`src/sv/kf2_pkg.sv`:
```
// ----------------------------------------------------------------------------
// kf2_pkg
// Shared constants of the two-state Kalman filter: default number format and
// configuration register indexes.
// ----------------------------------------------------------------------------
package kf2_pkg;

  localparam int WORD_WIDTH = 32;
  localparam int FRAC_BITS  = 16;

  localparam int CFG_INDEX_BITS = 4;
  localparam int CFG_DATA_BITS  = 64;

  localparam logic [CFG_INDEX_BITS-1:0] REG_A_ROW0 = 4'd0;
  localparam logic [CFG_INDEX_BITS-1:0] REG_A_ROW1 = 4'd1;
  localparam logic [CFG_INDEX_BITS-1:0] REG_H_ROW0 = 4'd2;
  localparam logic [CFG_INDEX_BITS-1:0] REG_H_ROW1 = 4'd3;
  localparam logic [CFG_INDEX_BITS-1:0] REG_Q_ROW0 = 4'd4;
  localparam logic [CFG_INDEX_BITS-1:0] REG_Q_ROW1 = 4'd5;
  localparam logic [CFG_INDEX_BITS-1:0] REG_R_ROW0 = 4'd6;
  localparam logic [CFG_INDEX_BITS-1:0] REG_R_ROW1 = 4'd7;

endpackage

```
`src/sv/kf2_div.sv`:
```
// ----------------------------------------------------------------------------
// kf2_div
// Radix-2 restoring divider: round-to-nearest fixed-point quotient
// (+/-num * 2^FRAC_BITS) / den, saturated to the word range.
// ----------------------------------------------------------------------------
module kf2_div #(
  parameter int WORD_WIDTH = kf2_pkg::WORD_WIDTH,
  parameter int FRAC_BITS  = kf2_pkg::FRAC_BITS
) (
  input  logic                         clk,
  input  logic                         rst_n,
  input  logic                         start,
  input  logic signed [WORD_WIDTH-1:0] num,
  input  logic                         num_neg,
  input  logic signed [WORD_WIDTH-1:0] den,
  output logic                         done,
  output logic signed [WORD_WIDTH-1:0] quot
);

  localparam int W  = WORD_WIDTH;
  localparam int NB = W + FRAC_BITS + 2;
  localparam int CW = $clog2(NB + 1);
  localparam logic [CW-1:0] CNT_LAST = CW'(NB - 1);
  localparam logic [NB-1:0] QMAX_U = NB'({1'b0, {(W-1){1'b1}}});
  localparam logic [NB-1:0] QMIN_U = QMAX_U + NB'(1);
  localparam logic signed [W-1:0] QMAX = {1'b0, {(W-1){1'b1}}};
  localparam logic signed [W-1:0] QMIN = {1'b1, {(W-1){1'b0}}};

  logic [W-1:0]    un;
  logic [W-1:0]    ud;
  logic [NB-1:0]   n_full;
  logic [W+1:0]    sh;
  logic            ge;
  logic [W+1:0]    rem_r;
  logic [NB-1:0]   quo_r;
  logic [W:0]      den_r;
  logic            neg_r;
  logic            busy_r;
  logic            done_r;
  logic [CW-1:0]   cnt_r;

  assign un     = num[W-1] ? W'(-num) : W'(num);
  assign ud     = den[W-1] ? W'(-den) : W'(den);
  assign n_full = {un, {FRAC_BITS{1'b0}}, 1'b0} + NB'(ud);
  assign sh     = {rem_r[W:0], quo_r[NB-1]};
  assign ge     = sh >= {1'b0, den_r};

  always_ff @(posedge clk) begin
    if (!rst_n) begin
      busy_r <= 1'b0;
      done_r <= 1'b0;
      cnt_r  <= '0;
    end else begin
      done_r <= 1'b0;
      if (start) begin
        busy_r <= 1'b1;
        cnt_r  <= '0;
        rem_r  <= '0;
        quo_r  <= n_full;
        den_r  <= {ud, 1'b0};
        neg_r  <= ((num != '0) && (num_neg ? !num[W-1] : num[W-1])) ^ den[W-1];
      end else if (busy_r) begin
        rem_r <= ge ? sh - {1'b0, den_r} : sh;
        quo_r <= {quo_r[NB-2:0], ge};
        cnt_r <= cnt_r + CW'(1);
        if (cnt_r == CNT_LAST) begin
          busy_r <= 1'b0;
          done_r <= 1'b1;
        end
      end
    end
  end

  always_comb begin
    if (!neg_r) begin
      quot = (quo_r > QMAX_U) ? QMAX : quo_r[W-1:0];
    end else begin
      quot = (quo_r > QMIN_U) ? QMIN : W'(-quo_r[W-1:0]);
    end
  end

  assign done = done_r;

endmodule

```
`config.mk`:
```
export PLATFORM = sky130hd
export DESIGN_NAME = kf2_div
export DESIGN_NICKNAME = d
export VERILOG_FILES = /design/src/sv/kf2_pkg.sv /design/src/sv/kf2_div.sv
export SDC_FILE = /design/constraint.sdc
export NUM_CORES = 1
export LEC_CHECK = 0
export ABC_AREA = 0
export BUFFER_PORTS_ARGS = -buffer_cell sky130_fd_sc_hd__buf_2
export CELL_PAD_IN_SITES_DETAIL_PLACEMENT = 1
export CELL_PAD_IN_SITES_GLOBAL_PLACEMENT = 1
export CORE_MARGIN = 4
export CORE_UTILIZATION = 47
export DETAILED_ROUTE_END_ITERATION = 8
export GPL_ROUTABILITY_DRIVEN = 1
export PLACE_DENSITY_LB_ADDON = 0.1
export SYNTH_ARGS = -nofsm -noshare
export SYNTH_HDL_FRONTEND = slang
export SYNTH_SLANG_ARGS = --single-unit
```
`constraint.sdc`:
```
create_clock -name clk -period 6.5 [get_ports clk]
set_clock_uncertainty 0.2 [all_clocks]
set_input_delay 0.325 -clock clk [delete_from_list [all_inputs] [get_ports clk]]
set_output_delay 0.325 -clock clk [all_outputs]
set_load 0.01 [all_outputs]
```
==> impl_results.md, run 1 <==
- Busiest layer in global routing: met2
- Run status: completed
- Final setup viols: 0
- Yosys warns: 0
- Slew Viols, Final: 0
- Setup slack at placement: 1.15 ns
- Total GRT Usage: 0.264
- Clock-pin slew on the worst setup and hold paths: 0.06 ns
- Startpoint types: primary input
- Post-route DRC violation count: 0
- Buffer depth of the longest clock path: 2
- Slew HR: 0.280
- Diodes inserted: 0
- Lkg Pwr: 4.61 nW
- Chip height: 156 um
- Post-DRT Antenna Nets: 0
- Slew of the pin with the lowest slew margin: 1.07 ns
- Number of setup buffers added after CTS: 0
- Drt pass-1 iters: 5
- PortBufs: 100
- Initial core utilization: 0.475
- Share of cells above drive strength 1: 0.163
- Grt ovf: 0
- Register area share after synthesis: 0.352
- Cell area after synthesis: 10300 um^2
- Arr. time, crit path: 5.10 ns
- H-tree Lvls: 4
- Final wirelength: 31.9 mm
- Top cell type by total area after synthesis: edfxtp_1
- RSZ-0062 raised after global routing: no
- Top cells by area, synth: edfxtp_1 34%, ha_1 6.3%, xnor2_1 6.2%
- Clock sinks: 124
- Initial antenna violation count: 0
- WHS: 0.0711 ns
- Maximum VDD drop: 121 uV
- Post-synth EDFFs: 116
- Max Clock Freq: between 150 and 200 MHz
- Final hold vios: 0
- Die ar.: 24400 um^2
- Seq cells post-synth: 124
- GR met3 Demand/Resource: 0.0326
- Chip Width: around 160 um
- IO Count: 101
- CP Max Fanout: 8
- Max-cap violations: 0
- Synth top area share: 0.337
- Most frequent cells in the layout: 116 x nor2_1, 116 x edfxtp_1, 102 x nand2_1
- Critical path class: in -> reg
- Avg Vias per Cell: approximately 6
- Number of global-route vias before repair: 9574
- Syn Nets: 1269
- PD cells: 253 nW/um^2
- Core footprint: 21800 um^2
- Mapped Cells: 1147
- Nature of the critical path endpoint: flop
- Global-route track usage on met1: 0.340
- Clock latency on the worst-skew pair: ~0.43 ns
- Post-Route Setup TNS: 0 ns
- CTS Buf Count: 17
- Tmin final: 5.11 ns
- Routed WL per cell: 21.1 um
- Crit path required time: around 6.5 ns
- Root Buffer: clkbuf_16
- Overall Power: 2.96 mW
- Placement row count: 54
- Met2 Use GR: 0.465
- Routability congestion estimate: 0.853
- Final worst slack: roughly 1.4 ns
- First-pass GRT wire length: 51.6 mm
- Final net count: between 1k and 1.5k
- Worst Hold Class: in -> reg
- Area growth syn-to-layout: 13.0%
- Final HPWL DP: around 24 mm
- Pin count of the biggest net entering global routing: 67
- Async SR Flop Fraction: 0
- Synth unique cells: between 80 and 90
- Dominant synthesized flop cell: edfxtp_1
- DRT iter0 DRCs: 649
- Fin crit share: 0.787
- CTS tree: done
- Mean post-synth cell area: 9.02 um^2
- Vias: 9186
state kept, by name, summed over array words and instances, names as in the netlist:
| register | flops |
|---|---|
| quo_r | 50 |
| neg_r | 1 |
| den_r | 32 |
| busy_r | 1 |
| done | 1 |
| cnt_r | 6 |
| rem_r | 33 |
path summary, 6_finish.rpt:
kind / slack, ns / endpoint / start / cells past startpoint
worst max-delay path: 1.39 / quo_r[42] / den[0] / 18
worst min-delay path: 0.07 / den_r[30] / den[29] / 2
worst max register to register: 2.13 / rem_r[3] / rem_r[2] / 11
worst min register to register: 0.30 / cnt_r[5] / cnt_r[5] / 2
synth_stat cells, types with 5 or more instances:
cell type  instances
a211o_1            7
a211oi_1          15
a21o_1            25
a21oi_1           50
a31oi_1           12
buf_1              6
clkbuf_1          35
dfxtp_1            8
edfxtp_1         116
ha_1              52
inv_1             72
mux2_2            27
mux2i_1           24
nand2_1          102
nand2b_1          12
nand3_1           16
nand4_1           15
nor2_1           116
nor2b_1            8
nor3_1            30
nor4_1            18
o211ai_1           5
o21a_1             6
o21ai_0           62
o21bai_1           9
o311ai_0          20
o311ai_1           9
o31a_1             6
o31ai_1           22
o41ai_1            9
or2_2             12
or3_1             21
or4_1             10
xnor2_1           73
xor2_1            35
layer usage:
metal	routed length [um]	share of wire	up-vias
li1	-	-	4408
met1	14200	0.45	4570
met2	16100	0.50	177
met3	1000	0.031	31
met4	646	0.020	0
met5	0	0	-
through the flow:
stage               cells  utilization  instance area (um^2)
floorplan            1147            -                 10300
global placement     1484        0.508                 11100
detailed placement   1484        0.508                 11100
CTS                  1517        0.537                 11700
global route         1517        0.537                 11700
finish               1517        0.537                 11700
what timing repair did:
action / 4_1_cts / 5_1_grt
hold buffers: 1 / 0
resized for setup: 0 / 0
hold endpoints to repair: 1 / 0
cell families (layout without fill, tap and decap cells):
kind of cell	after synthesis	after routing	share of synthesized area
multiplexers	51	51	0.0526
flip-flops	124	124	0.352
AO/OA/AOI/OAI	296	296	0.202
AND/OR/NAND/NOR	390	390	0.186
buffers and inverters	123	213	0.0469
XOR/XNOR	109	109	0.0938
adder cells (fa/ha/maj)	54	54	0.0668
power by group:
part | total, mW | switching (mW) | leakage [nW] | internal, mW
Combinational | 0.888 | 0.530 | 3.14 | 0.358
Sequential | 1.04 | 0.0640 | 1.17 | 0.976
Clock | 1.03 | 0.388 | 0.295 | 0.643
Total | 2.96 | 0.982 | 4.61 | 1.98
final cells by class:
type	count	area, um^2
Sequential cell	124	3640
Clock buffer	18	429
Timing Repair Buffer	107	556
Fill cell	2559	10100
Clock inverter	14	191
Multi-Input combinational cell	900	6230
Tap cell	280	350
Inverter	74	278
worst max-delay path: stages:
cell and delay, ns:
dlygate4sd3_1 0.54, buf_2 0.14, inv_1 0.10, ha_1 0.37, nand4b_2 0.31, o41ai_1 0.46
xor2_1 0.30, inv_1 0.11, ha_1 0.33, a211oi_1 0.33, o21ai_0 0.20, a31oi_1 0.39
o31a_1 0.25, o21ba_2 0.28, nor3_2 0.10, a2bb2oi_1 0.17, xnor2_1 0.13, mux2_2 0.25
Power figures use the tool's default switching activity.
==> run 2, diff against run 1 <==
--- a/config.mk
+++ b/config.mk
@@ -5,12 +5,12 @@
 export SDC_FILE = /design/constraint.sdc
 export NUM_CORES = 1
 export LEC_CHECK = 0
-export ABC_AREA = 0
+export ABC_AREA = 1
 export BUFFER_PORTS_ARGS = -buffer_cell sky130_fd_sc_hd__buf_2
 export CELL_PAD_IN_SITES_DETAIL_PLACEMENT = 1
 export CELL_PAD_IN_SITES_GLOBAL_PLACEMENT = 1
 export CORE_MARGIN = 4
-export CORE_UTILIZATION = 47
+export CORE_UTILIZATION = 40
 export DETAILED_ROUTE_END_ITERATION = 8
 export GPL_ROUTABILITY_DRIVEN = 1
 export PLACE_DENSITY_LB_ADDON = 0.1
==> constraint.sdc (replaced) <==
create_clock -name clk -period 4.25 [get_ports clk]
set_clock_uncertainty 0.2 [all_clocks]
set_input_delay 0.2125 -clock clk [delete_from_list [all_inputs] [get_ports clk]]
set_output_delay 0.2125 -clock clk [all_outputs]
set_load 0.01 [all_outputs]
==> impl_results.md, run 2 <==
- CTS tree: done
- Syn Nets: 1646 (+30%)
- Initial antenna violation count: 0 (unchanged)
- Crit path required time: 4.18 ns (-2.30 ns)
- Top-count cell post-synth: nand2_1
- Area growth syn-to-layout: 14.8%
- Slew of the pin with the lowest slew margin: 1.05 ns (-0.0268 ns)
- Clock sinks: 124 (unchanged)
- Async SR Flop Fraction: 0 (unchanged)
- Post-Synth XOR/XNOR Area: 0.0858 (-0.00802)
- Pin count of the biggest net entering global routing: 85 (+27%)
- Routability congestion estimate: 0.905 (+6.0%)
- Post-synth EDFFs: 116 (unchanged)
- Run status: completed
- Arr. time, crit path: 3.89 ns (-1.21 ns)
- Lkg Pwr: 5.50 nW (+19%)
- CP Max Fanout: 3 (-5)
- Chip Width: 173 um (+11%)
- Post-Route Setup TNS: 0 ns (unchanged)
- Share of cells above drive strength 1: 0.124 (-0.0388)
- Number of global-route vias before repair: 11.2k (+17%)
- Core footprint: 26900 um^2 (+24%)
- Final wirelength: 36.5 mm (+14%)
- Routed WL per cell: 18.4 um (-13%)
- WHS: 0.0129 ns (-0.0582 ns)
- Synth top cells by count: 333 x nand2_1, 217 x nor2_1, 175 x inv_1
- Final setup viols: 0 (unchanged)
- Total GRT Usage: 0.240 (-0.0243)
- Dominant synthesized flop cell: edfxtp_1
- Cell area after synthesis: 10900 um^2 (+5.5%)
- Maximum VDD drop: 271 uV (+120%)
- DRT iter0 DRCs: 586 (-9.7%)
- Die ar.: 30000 um^2 (+23%)
- Clock-pin slew on the worst setup and hold paths: 0.06 ns (about the same)
- Flop2flop setup slack: 0.68 ns (-1.45 ns)
- Buffer depth of the longest clock path: 2 (unchanged)
- Chip height: 173 um (+11%)
- Largest family of logic cells by synthesized area: simple AND/OR/NAND/NOR gates
- First-pass GRT wire length: 58.8 mm (+14%)
- Top cell type by total area after synthesis: edfxtp_1
- Yosys warns: 0 (unchanged)
- Max FFs per register: 50 (unchanged)
- Tmin final: 3.95 ns
- Drt pass-1 iters: 5 (unchanged)
- Compound-Gate Fraction of Synth Area: 0.137 (-0.0646)
- Critical path class: in -> reg
- Slew HR: 0.303 (+0.0223)
- PortBufs: 100 (unchanged)
- Top flop regs: quo_r x50, rem_r x33, den_r x32
- Slew Viols, Final: 0 (unchanged)
- Nature of the critical path endpoint: flop
- IO Count: 101 (unchanged)
- CTS Buf Count: 17 (unchanged)
- Grt ovf: 0 (unchanged)
- Final hold vios: 0 (unchanged)
- PD cells: 370 nW/um^2 (+46%)
- Worst Reg-to-Reg Cells: 13 (+2)
- Avg Vias per Cell: 5.42 (-10%)
- RR Startpoint: rem_r[2]
- Initial core utilization: 0.406 (-0.0692)
- Placed cells: 1944 (+31%)
- Mapped Cells: 1524 (+33%)
- Commonest non-fill, non-tap cell in the layout: nand2_1
- Register area share after synthesis: 0.334 (-0.0185)
- Largest Register: quo_r
- Mean post-synth cell area: 7.16 um^2 (-21%)
- CP endpoint: quo_r[44]
- Seq cells post-synth: 124 (unchanged)
- Root Buffer: clkbuf_16
- Startpoint types: primary input
- Final net count: 1756 (+30%)
- Top cells by area, synth: edfxtp_1 32%, nand2_1 11%, nor2_1 7.5%
- Synth top area share: 0.319 (-0.0177)
- Fin crit share: 0.930
- Most frequent cells in the layout: 332 x nand2_1, 217 x nor2_1, 175 x inv_1
- Final std cells w/o fill: 1988 (+31%)
- Synth unique cells: 52 (-36%)
- Diodes inserted: 0 (unchanged)
- Multiplexer area fraction after synthesis: 0 (-0.0526)
- Final HPWL DP: 28.6 mm (+21%)
- Placement row count: 60 (+11%)
- Post-route DRC violation count: 0 (unchanged)
- Vias: 10.8k (+17%)
- Clock latency on the worst-skew pair: 0.42 ns (about the same)
- Post-DRT Antenna Nets: 0 (unchanged)
- Max-cap violations: 0 (unchanged)
- H-tree Lvls: 4 (unchanged)
- Max Clock Freq: 253 MHz
- FF-to-FF End: rem_r[11]
- Post-Synth Simple-Gate Area: 0.300 (+0.114)
- Post-Synth Adder-Cell Area: 0.0633 (-0.00351)
- Overall Power: 4.63 mW (+57%)
- Worst Hold Class: in -> reg
- Worst Setup SP: den[1]
[run 2: worst min-delay path by stage]
| stage | from | to | slack, ns | depth (start not counted) |
|---|---|---|---|---|
| floorplan | den[0] | den_r[1] | 0.11 | 0 |
| global placement | den[0] | den_r[1] | 0.24 | 1 |
| detailed placement | den[0] | den_r[1] | 0.24 | 1 |
| CTS | den[14] | den_r[15] | 0.00007 | 2 |
| global route | den[4] | den_r[5] | 0.01 | 2 |
| finish | den[14] | den_r[15] | 0.01 | 2 |
[run 2: metal layers]
layer | vias to the layer above | part of all wire | wire length, um | track usage
met5 | - | 0 | 0 | 0
li1 | 5315 | - | - | -
met1 | 5235 | 0.42 | 15500 | 0.284
met2 | 166 | 0.53 | 19200 | 0.455
met4 | 0 | 0.025 | 923 | 0.0675
met3 | 62 | 0.025 | 902 | 0.0275
[run 2: cells by family (layout without fill, tap and decap cells)]
kind of cell | count (synthesis) | after routing
adder cells (fa/ha/maj) | 54 | 54
XOR/XNOR | 106 | 106
flip-flops | 124 | 124
AO/OA/AOI/OAI | 272 | 272
AND/OR/NAND/NOR | 748 | 748
buffers and inverters | 220 | 343
[run 2: critical path, stage by stage]
cell     delay, ns
buf_2         0.12
nor2_1        0.13
nand2_1       0.11
nor3_2        0.26
nand3_2       0.17
nor3_4        0.24
nand4_1       0.17
nor3_1        0.24
nand2_1       0.11
nor2_1        0.14
nand2_1       0.15
nand2_1       0.10
xnor2_1       0.10
ha_1          0.33
nand2_1       0.07
nor4_1        0.28
nand2_1       0.09
nand2_1       0.10
nand2_1       0.12
nor2_2        0.16
nand2_1       0.11
nor2_2        0.13
xor2_1        0.18
o21ai_1       0.07
[run 2: repair_timing]
action / CTS / global route
setup endpoints to repair: 0 / 9
resized for setup: 0 / 5
hold buffers: 10 / 0
endpoints found under the hold margin: 12 / 0
setup buffers: 0 / 2
[run 2: power breakdown]
part	total (mW)	switching (mW)	internal (mW)
Combinational	1.52	0.991	0.530
Sequential	1.63	0.115	1.52
Clock	1.48	0.652	0.828
Total	4.63	1.76	2.88
[run 2: layout make-up]
class,count,area [um^2]
clock buffers,17,425
clock inverters,15,153
fillers,3472,14300
inverters,180,676
multi-input cells,1180,6440
flip-flops and latches,124,3640
well taps,341,427
repair buffers,131,771
[run 2: per-stage QoR]
step | setup slack [ns] | util | instance area, um^2
5_1_grt | -0.0710 | 0.466 | 12500
6_report | 0.297 | 0.466 | 12500
3_3_place_gp | 0.0487 | 0.439 | 11800
4_1_cts | 0.206 | 0.465 | 12500
2_1_floorplan | 0.613 | - | 10900
3_5_place_dp | -0.168 | 0.439 | 11800
